[config.mk]
export PLATFORM = sky130hd
export DESIGN_NAME = vn_sqrt_cell
export DESIGN_NICKNAME = d
export VERILOG_FILES = /design/src/rtl/vec4_normalize_macros.svh /design/src/rtl/vn_pkg.sv /design/src/rtl/vn_sqrt_cell.sv
export SDC_FILE = /design/constraint.sdc
export NUM_CORES = 1
export LEC_CHECK = 0
export CORE_MARGIN = 8
export CORE_UTILIZATION = 55
export CTS_BUF_LIST = sky130_fd_sc_hd__clkbuf_4 sky130_fd_sc_hd__clkbuf_8
export CTS_CLUSTER_SIZE = 30
export DETAILED_ROUTE_END_ITERATION = 16
export DONT_BUFFER_PORTS = 1
export PLACE_DENSITY = 0.7
export SETUP_SLACK_MARGIN = 0.4
export SYNTH_ARGS = -nofsm -noshare
export SYNTH_HDL_FRONTEND = slang
export SYNTH_SLANG_ARGS = --single-unit
[constraint.sdc]
create_clock -name clock -period 3.2 [get_ports clock]
set_input_delay 0.64 -clock clock [delete_from_list [all_inputs] [get_ports clock]]
set_output_delay 0.64 -clock clock [all_outputs]
set_load 0.03 [all_outputs]
[src/rtl/vec4_normalize_macros.svh]
// Assertion macros used by the vec4_normalize RTL.
`ifndef VEC4_NORMALIZE_MACROS_SVH
`define VEC4_NORMALIZE_MACROS_SVH

`ifndef NO_ASSERTIONS

`define VN_ASSERT(label, clk, rst, prop) \
   label: assert property (@(posedge clk) disable iff (rst) prop) \
      else $error("vec4_normalize: check failed");

`define VN_ASSERT_ALWAYS(label, clk, prop) \
   label: assert property (@(posedge clk) prop) \
      else $error("vec4_normalize: check failed");

`else

`define VN_ASSERT(label, clk, rst, prop)
`define VN_ASSERT_ALWAYS(label, clk, prop)

`endif

`endif

[src/rtl/vn_pkg.sv]
// Constants shared by the vec4_normalize modules.
`timescale 1ns / 1ps
package vn_pkg;
   localparam int UNIT_FRAC_BITS = 14;
   localparam int UNIT_WIDTH     = 16;
   localparam int QUOT_BITS      = UNIT_FRAC_BITS + 1;
   localparam int LEN_WIDTH      = 17;
   localparam int LENSQ_WIDTH    = 33;
   localparam logic [63:0] LEN_MAX   = 64'h0000_0000_0001_FFFF;
   localparam logic [63:0] LENSQ_MAX = 64'h0000_0001_FFFF_FFFF;
endpackage

[src/rtl/vn_sqrt_cell.sv]
// One digit cell of the square root chain: yields one root bit per stage.
`timescale 1ns / 1ps
module vn_sqrt_cell import vn_pkg::*; #(
   parameter int SW = 34,
   parameter int RW = SW / 2
) (
   input  logic          clock,
   input  logic          reset,
   input  logic          adv,
   input  logic          v_i,
   input  logic [SW-1:0] rad_i,
   input  logic [RW-1:0] root_i,
   input  logic [RW+1:0] rem_i,
   output logic          v_o,
   output logic [SW-1:0] rad_o,
   output logic [RW-1:0] root_o,
   output logic [RW+1:0] rem_o
);
   logic [RW+3:0] rem_n;
   logic [RW+3:0] trial;
   logic          ge;
   logic          v_ff;
   logic [SW-1:0] rad_ff, rad_in;
   logic [RW-1:0] root_ff, root_in;
   logic [RW+1:0] rem_ff, rem_in;

   always_comb begin
      rem_n   = {rem_i, rad_i[SW-1:SW-2]};
      trial   = (RW+4)'({root_i, 2'b01});
      ge      = rem_n >= trial;
      rem_in  = ge ? (RW+2)'(rem_n - trial) : rem_n[RW+1:0];
      root_in = {root_i[RW-2:0], ge};
      rad_in  = {rad_i[SW-3:0], 2'b00};
   end

   always_ff @(posedge clock) begin
      if (reset) begin
         v_ff <= 1'b0;
      end else if (adv) begin
         v_ff <= v_i;
      end
   end

   always_ff @(posedge clock) begin
      if (adv) begin
         rad_ff  <= rad_in;
         root_ff <= root_in;
         rem_ff  <= rem_in;
      end
   end

   assign v_o    = v_ff;
   assign rad_o  = rad_ff;
   assign root_o = root_ff;
   assign rem_o  = rem_ff;
endmodule

==> flow_summary_export.csv <==
group,metric,value,unit
critical_path,endpoint_kind,"flip-flop",
critical_path,worstPathRequired,3.29,ns
sta,fmax,377.1,MHz
sta,timing.final.crit_period,2.652,ns
placed_design,routabilityCongestion,0.8354,
grt,grt_pass1_vias,2012,
yosys,synth.area.top_cells,"edfxtp_1, mux2_4, ha_1, inv_1, a21oi_1",
floorplanning,floorplan.initialDensity,0.5735,
detailed_routing,route.detailed.drc,0,
yosys,ys_types,44,
sta,tightest_slew,0.6781,ns
grt,grt_max_degree,70,
grt,antenna_found_initial,0,
critical_path,cp_num_buf_inv,2,
critical_path,path_max_fanout,19,
run,maxCapViolCount,0,
sta,relSlewSlack,0.5432,
yosys,synth_area_per_cell,13.77,um^2
floorplanning,die_y,94.81,um
finish,antenna_cells,0,
finish,drive_gt1_frac,0.1673,
detailed_routing,drtPass1Iterations,5,
clocking,clk_pin_slew,0.08,ns
critical_path,path_class,"primary input to flip-flop",
yosys,synthAdderAreaFrac,0.06960,
critical_path,reg2reg_depth,2,
yosys,synthSimpleGateAreaFrac,0.06044,
power,powerDensity,637.3,nW/um^2
sta,setup_viol,0,
clocking,cts_tree,"built",
yosys,netlist.area_leader.share,0.5978,
critical_path,worstReg2RegEnd,"v_o",
detailed_routing,drt-total-wl,7444,um
finish,num-fill-cells,470,
critical_path,r2r_setup_slack,2.42,ns
clocking,cts_buffers,9,
power,static-leakage-power,1.480,nW
finish,fin_area,3700,um^2
yosys,synthXorXnorAreaFrac,0.03846,
detailed_routing,wl_per_cell,22.02,um
critical_path,path_cells,"inv_1 > ha_1 > nand4_1 > nor4_1 > a2111oi_2 > o21ai_1 > a21o_1 > buf_6 > mux2_4",
critical_path,startpoint_type,"primary input",
yosys,post-synth-top-area-cell,"edfxtp_1",
yosys,synth.most_common_cell,"edfxtp_1",
clocking,post_cts_buffers,0,
placed_design,io_buffers,0,
floorplanning,rows,28,
power,ir_drop,0.4127,mV
floorplanning,fp.dieW,94.81,um
clocking,clk_latency,0.34,ns
critical_path,arrival,2.74,ns
placed_design,dp_hpwl,5909,um
finish,layout.nets,351,
yosys,synth_top_cells_by_count,"edfxtp_1, inv_1, ha_1",
clocking,clock_sinks,69,
worst_hold_path,min_to,"v_o",
clocking,post_cts_resize_count,0,
critical_path,crit_cells,9,
worst_hold_path,hold_depth,1,
sta,drv_slew,0,
floorplanning,dieArea,8988,um^2
grt,track_usage,0.1669,
critical_path,startpoint,"root_i[8]",
worst_hold_path,hold_start,"reset",
yosys,ys_ff_latch,69,
detailed_routing,vias_per_cell,5.879,
yosys,synth-seq-area-share,0.6037,
grt,grt_pass1_wl,11050,um
clocking,cts-root-buf,"clkbuf_8",
yosys,syn_area,3416,um^2
critical_path,r2r-start,"v_o",
finish,area_growth,8.315,%
detailed_routing,final_antenna_net_count,0,
worst_hold_path,hp-class,"primary input to flip-flop",
sta,clock_skew,0,ns
yosys,synth_mux_area_frac,0.07949,
detailed_routing,dr_total_vias,1987,
clocking,h-tree-depth,3,
sta,rsz0062_at_grt,"no",
yosys,synth-edff-count,68,
clocking,hold_buffers,0,
critical_path,cp_top_family,"simple AND/OR/NAND/NOR gates",
detailed_routing,drt_iter0_drc,129,
yosys,synth_cells,248,
floorplanning,io_pins,145,
yosys,yosys_warnings,0,
floorplanning,core_area,5956,um^2
yosys,synth_compound_area_frac,0.1059,
critical_path,critPathMaxStageDelay,0.45,ns
status,status,"finished clean",
critical_path,slowest_stage,"ha_1",
yosys,synth_top_family_by_area,"compound AO/OA/AOI/OAI gates",
yosys,ys.flop_type,"edfxtp_1",
grt,grt_overflow,0,
placed_design,dpl_cell_area,3492,um^2
yosys,synthArstFlopShare,0,
sta,period_share,0.8287,
sta,final.setup.tns,0,ns
clocking,cts.path.max_buffers,2,
sta,hold_violations,0,
-- placed cells by master, fill, tap and decap left out, drive strengths merged, types with 2 or more instances in the layout --
master	synthesis	routed
nand2b	2	2
mux2	17	17
and3	2	2
clkbuf	0	9
a31oi	2	2
and2	3	3
mux2i	2	2
nand4	4	4
nand2	15	15
nor2	8	8
xor2	7	7
inv	22	26
o21ai	12	12
a21boi	2	2
a21oi	16	16
a211oi	4	4
ha	19	19
edfxtp	68	68
xnor2	8	8
o211ai	5	5
nor3	3	3
a21o	4	4
buf	7	5
nand3	2	2
conb	1	2
-- how the worst max path moves through the flow --
stage	to	slack [ns]
floorplan	rem_o[10]	0.56
global placement	rem_o[7]	0.22
detailed placement	rem_o[6]	0.11
CTS	rem_o[6]	0.50
global route	rem_o[6]	0.45
finish	rem_o[6]	0.55
-- cell type report --
cell class / count / area, um^2 / share of cell area
repair buffers: 5 / 41.29 / 0.01116
flip-flops and latches: 69 / 2062 / 0.5573
well taps: 75 / 93.84 / 0.02536
multi-input cells: 151 / 1216 / 0.3287
clock inverters: 7 / 80.08 / 0.02164
clock buffers: 9 / 123.9 / 0.03348
inverters: 22 / 82.58 / 0.02232
-- report_power, final --
part / switching [W] / leakage [nW] / internal (W)
Clock: 0.000353 / 0.103 / 0.000372
Sequential: 0.000223 / 0.674 / 0.00111
Combinational: 0.000142 / 0.704 / 0.000156
-- registers in the layout, summed over array words and instances (netlist names) --
register and cells:
v_o 1, rad_o 32, root_o 17, rem_o 19
-- cells by family (layout without fill, tap and decap cells) --
| group | Yosys count | after routing |
|---|---|---|
| fa+ha+maj | 19 | 19 |
| mux | 19 | 19 |
| compound gates | 54 | 54 |
| buf+inv | 29 | 43 |
| simple gates | 42 | 42 |
| xor+xnor | 15 | 15 |
| other cells | 1 | 2 |
| flops | 69 | 69 |
-- stage by stage --
step | util | setup slack [ns] | hold slack (ns) | total power [W] | std cells
2_1_floorplan | - | 0.5551 | 0.6299 | 0.001589 | 249
3_3_place_gp | 0.5863 | 0.2225 | 0.6528 | 0.001648 | 322
3_5_place_dp | 0.5863 | 0.1140 | 0.6675 | 0.001657 | 322
4_1_cts | 0.6206 | 0.4989 | 0.3330 | 0.002380 | 338
5_1_grt | 0.6212 | 0.4503 | 0.3288 | 0.002463 | 338
6_report | 0.6212 | 0.5483 | 0.3563 | 0.002358 | 338
-- layer usage --
metal / global-route usage / wire length [um]
met5: 0 / 0
met4: 0.06632 / 118
met3: 0.1032 / 1055
met2: 0.2729 / 3602
met1: 0.1693 / 2667
Note: power is estimated with default switching activity, not from simulation.
