File: src/rtl/vec4_normalize_macros.svh
// Assertion macros used by the vec4_normalize RTL.
`ifndef VEC4_NORMALIZE_MACROS_SVH
`define VEC4_NORMALIZE_MACROS_SVH

`ifndef NO_ASSERTIONS

`define VN_ASSERT(label, clk, rst, prop) \
   label: assert property (@(posedge clk) disable iff (rst) prop) \
      else $error("vec4_normalize: check failed");

`define VN_ASSERT_ALWAYS(label, clk, prop) \
   label: assert property (@(posedge clk) prop) \
      else $error("vec4_normalize: check failed");

`else

`define VN_ASSERT(label, clk, rst, prop)
`define VN_ASSERT_ALWAYS(label, clk, prop)

`endif

`endif

File: src/rtl/vn_pkg.sv
// Constants shared by the vec4_normalize modules.
`timescale 1ns / 1ps
package vn_pkg;
   localparam int UNIT_FRAC_BITS = 14;
   localparam int UNIT_WIDTH     = 16;
   localparam int QUOT_BITS      = UNIT_FRAC_BITS + 1;
   localparam int LEN_WIDTH      = 17;
   localparam int LENSQ_WIDTH    = 33;
   localparam logic [63:0] LEN_MAX   = 64'h0000_0000_0001_FFFF;
   localparam logic [63:0] LENSQ_MAX = 64'h0000_0001_FFFF_FFFF;
endpackage

File: src/rtl/vn_div_cell.sv
// One quotient-bit cell of the divider chain, four lanes sharing one divisor.
`timescale 1ns / 1ps
module vn_div_cell import vn_pkg::*; #(
   parameter int RW = 17
) (
   input  logic                       clock,
   input  logic                       reset,
   input  logic                       adv,
   input  logic                       v_i,
   input  logic [RW-1:0]              len_i,
   input  logic [3:0][RW-1:0]         rem_i,
   input  logic [3:0][QUOT_BITS-1:0]  low_i,
   input  logic [3:0][QUOT_BITS-1:0]  q_i,
   output logic                       v_o,
   output logic [RW-1:0]              len_o,
   output logic [3:0][RW-1:0]         rem_o,
   output logic [3:0][QUOT_BITS-1:0]  low_o,
   output logic [3:0][QUOT_BITS-1:0]  q_o
);
   logic                      v_ff;
   logic [RW-1:0]             len_ff;
   logic [3:0][RW-1:0]        rem_ff, rem_in;
   logic [3:0][QUOT_BITS-1:0] low_ff, low_in;
   logic [3:0][QUOT_BITS-1:0] q_ff, q_in;
   logic [3:0][RW:0]          t;
   logic [3:0]                ge;

   always_comb begin
      for (int l = 0; l < 4; l++) begin
         t[l]      = {rem_i[l], low_i[l][QUOT_BITS-1]};
         ge[l]     = t[l] >= {1'b0, len_i};
         rem_in[l] = ge[l] ? RW'(t[l] - {1'b0, len_i}) : t[l][RW-1:0];
         q_in[l]   = {q_i[l][QUOT_BITS-2:0], ge[l]};
         low_in[l] = {low_i[l][QUOT_BITS-2:0], 1'b0};
      end
   end

   always_ff @(posedge clock) begin
      if (reset) begin
         v_ff <= 1'b0;
      end else if (adv) begin
         v_ff <= v_i;
      end
   end

   always_ff @(posedge clock) begin
      if (adv) begin
         len_ff <= len_i;
         rem_ff <= rem_in;
         low_ff <= low_in;
         q_ff   <= q_in;
      end
   end

   assign v_o   = v_ff;
   assign len_o = len_ff;
   assign rem_o = rem_ff;
   assign low_o = low_ff;
   assign q_o   = q_ff;
endmodule
File: config.mk
export PLATFORM = sky130hd
export DESIGN_NAME = vn_div_cell
export DESIGN_NICKNAME = d
export VERILOG_FILES = /design/src/rtl/vec4_normalize_macros.svh /design/src/rtl/vn_pkg.sv /design/src/rtl/vn_div_cell.sv
export SDC_FILE = /design/constraint.sdc
export NUM_CORES = 1
export LEC_CHECK = 0
export BUFFER_PORTS_ARGS = -buffer_cell sky130_fd_sc_hd__buf_4
export CORE_ASPECT_RATIO = 2
export CORE_MARGIN = 2
export CORE_UTILIZATION = 40
export DETAILED_ROUTE_END_ITERATION = 16
export PLACE_DENSITY = 0.68
export SETUP_SLACK_MARGIN = 0.05
export SKIP_CTS_REPAIR_TIMING = 1
export SLEW_MARGIN = 10
export SYNTH_ARGS = -nofsm -noshare
export SYNTH_HDL_FRONTEND = slang
export SYNTH_SLANG_ARGS = --single-unit
File: constraint.sdc
create_clock -name clock -period 7.85 [get_ports clock]
set_clock_uncertainty 0.2 [all_clocks]
set_input_delay 0.785 -clock clock [delete_from_list [all_inputs] [get_ports clock]]
set_output_delay 0.785 -clock clock [all_outputs]
set_load 0.05 [all_outputs]
==> flow_metrics.env <==
export IMPL_status="finished clean"
export IMPL_synth_edf_count=201
export IMPL_synth_simple_area_share=0.0751
export IMPL_die_width_microns=118
export IMPL_place_ws_ps=3570
export IMPL_drive_gt1_frac=0.386
export IMPL_synth_xor_area_frac=0.0425
export IMPL_synth_cell_type_count=63
export IMPL_syn_inst=818
export IMPL_synth_top_family_by_area="compound AO/OA/AOI/OAI gates"
export IMPL_n_antenna_cell=0
export IMPL_worstSetupStartpoint="len_i[6]"
export IMPL_root_buffer="clkbuf_16"
export IMPL_dpl_cell_area_sq_um=13700
export IMPL_yosysMostFrequentCell="edfxtp_1"
export IMPL_via_count=8221
export IMPL_grt_pass1_vias=8296
export IMPL_crit_end="rem_o[56]$_DFFE_PP_"
export IMPL_synthTopCellsByCount="201 x edfxtp_1, 74 x a21oi_1, 68 x ha_1"
export IMPL_grt_pass1_wl_microns=47800
export IMPL_fmax_mhz=263
export IMPL_ir_worst_vdd_v=0.000218
export IMPL_htree_levels=1
export IMPL_grt_usage=0.231
export IMPL_postLayoutSetupSlackWorst_ps=4050
export IMPL_synth_area_per_cell_sq_um=12.6
export IMPL_final_area_sq_um=14300
export IMPL_p_leak_uw=0.00614
export IMPL_die_y_microns=231
export IMPL_async_reset_ff_frac=0
export IMPL_fin_util=0.559
export IMPL_clk_latency_ps=490
export IMPL_fin_tns_setup_ps=0
export IMPL_synthTopCellsByArea="edfxtp_1 59%, ha_1 8.2%, a21oi_1 3.6%, o21ai_0 2.6%, xnor2_1 2.5%"
export IMPL_wirelength_microns=32400
export IMPL_numCtsBuffers=19
export IMPL_maxCapViolCount=0
export IMPL_io_pins=415
export IMPL_rrSetupSlack_ps=7060
export IMPL_period_share=0.484
export IMPL_seq_area_sq_um=6060
export IMPL_crit_type="input port to flip-flop"
export IMPL_antenna_found_initial=1
export IMPL_crit_fanout=31
export IMPL_final_hold_violation_count=0
export IMPL_syn_area_sq_um=10300
export IMPL_slew_violations=0
export IMPL_synth_adder_area_share=0.0902
export IMPL_slew_headroom=0.295
export IMPL_coreArea_sq_um=25500
export IMPL_antenna_left=0
export IMPL_yosys_warnings=0
export IMPL_yosysSeqAreaShare=0.587
export IMPL_dp_hpwl_microns=25500
export IMPL_dieArea_sq_um=27200
export IMPL_period_needed_ps=3800
export IMPL_synthMuxAreaShare=0.0358
export IMPL_n_fill_cell=2224
export IMPL_reg2reg_depth=2
export IMPL_hold_class="input port to flip-flop"
export IMPL_clk_path_buf_depth=3
export IMPL_grt_overflow=0
export IMPL_critPathLaunchType="input port"
export IMPL_final_nets=1504
export IMPL_multi_input_area_sq_um=3980
export IMPL_cts_sink_count=202
export IMPL_yosysTopAreaCellShare=0.585
export IMPL_reg2reg_to="v_o$_SDFFE_PP0P_"
export IMPL_num_rows=83
export IMPL_numPortBuffers=406
export IMPL_initial_core_util=0.404
export IMPL_synth_area_leader_cell="edfxtp_1"
export IMPL_synth_top_flop_cell="edfxtp_1"
export IMPL_first_pass_iters=5
export IMPL_endpoint_kind="flip-flop"
export IMPL_tritoncts="done"
export IMPL_routabilityCongestion=0.871
export IMPL_viasPerCell=5.22
export IMPL_grt_max_degree=120
export IMPL_synth_seq_cells=202
export IMPL_wl_per_cell_microns=20.6
export IMPL_arrival_ps=3870
export IMPL_setup_violations=0
export IMPL_p_per_area_nw_per_um2=238
export IMPL_cp_data_required_time_ps=7920
export IMPL_tightest_slew_ps=1060
export IMPL_drcViolationCount=0
export IMPL_drtIter0Drc=424
export IMPL_hold_start="reset"
export IMPL_clkTransAtPathRegs_ps=80
export IMPL_synth_compound_area_frac=0.140
export IMPL_rsz0062_at_grt="no"
export IMPL_rr_startpoint="v_o$_SDFFE_PP0P_"
export IMPL_syn_to_final_growth_pct=38.5
[cell type report]
cell class	count	share of cell area
sequential	202	0.424
timing repair buffer	409	0.215
clock buffer	23	0.0343
clock inverter	9	0.00867
inverter	36	0.00946
tap	340	0.0298
multi-input combinational	555	0.279
[how the worst min path moves through the flow]
stage / to / cells past startpoint
finish: v_o$_SDFFE_PP0P_ / 2
global route: low_o[8]$_DFFE_PP_ / 1
CTS: v_o$_SDFFE_PP0P_ / 2
detailed placement: v_o$_SDFFE_PP0P_ / 2
global placement: v_o$_SDFFE_PP0P_ / 2
floorplan: v_o$_SDFFE_PP0P_ / 2
[cells in the final DEF, fill, tap and decap left out, drive strengths merged, types with 2 or more instances in the layout]
master / synthesis / layout
a211oi: 14 / 14
bufinv: 0 / 3
nor2: 68 / 68
nor2b: 6 / 6
and3: 3 / 3
xnor2: 30 / 30
o31a: 4 / 4
o41ai: 2 / 2
nor3: 8 / 8
a2bb2oi: 2 / 2
a41o: 2 / 2
or2: 2 / 2
a41oi: 3 / 3
nand4: 13 / 13
or4: 2 / 2
o21a: 10 / 10
inv: 36 / 37
or3: 3 / 3
a21o: 20 / 20
o211ai: 3 / 3
a21oi: 77 / 77
nand2b: 6 / 6
clkbuf: 17 / 24
nand3: 9 / 9
o21bai: 8 / 8
nand3b: 2 / 2
o31ai: 5 / 5
o21ai: 56 / 56
clkinv: 0 / 4
a31oi: 8 / 8
a211o: 7 / 7
mux2i: 5 / 5
ha: 68 / 68
fa: 4 / 4
buf: 11 / 408
nand2: 45 / 45
xor2: 20 / 20
conb: 1 / 4
mux2: 26 / 26
edfxtp: 201 / 201
[cells by family after synthesis]
kind of cell	Yosys count
AO/OA/AOI/OAI	229
XOR/XNOR	50
adder cells (fa/ha/maj)	72
buffers and inverters	64
flip-flops	202
multiplexers	31
other	1
AND/OR/NAND/NOR	169
[stage by stage]
| stage | power, uW | hold WS (ps) | std cells |
|---|---|---|---|
| finish | 3390 | 245 | 1574 |
| global route | 3520 | 226 | 1574 |
| CTS | 3430 | 225 | 1574 |
| detailed placement | 2480 | 312 | 1542 |
| global placement | 2470 | 281 | 1542 |
| floorplan | 2100 | 533 | 821 |
[routing by layer]
metal | GRT usage | vias up | wire [microns]
met1 | 0.224 | 3868 | 10700
met3 | 0.0812 | 53 | 3160
met4 | 0.103 | 2 | 1440
met2 | 0.435 | 390 | 17100
li1 | - | 3908 | -
met5 | 0 | - | 10
[registers in the layout, summed over array words and instances, names as in the netlist]
signal	cells
q_o	60
rem_o	68
v_o	1
len_o	17
low_o	56
[critical path, stage by stage]
cell and delay [ps]:
buf_4 110, inv_1 350, ha_1 360, a21oi_1 220, o21ai_0 180, o41ai_2 650, o211ai_1 160, a41o_1 610
mux2_2 430
[power by group]
group	internal (uW)	switching, uW	leakage, uW	total, uW
clock network	544	394	0.000297	938
registers	1330	34.4	0.00198	1360
logic	372	721	0.00386	1090
Note: power is estimated with default switching activity, not from simulation.
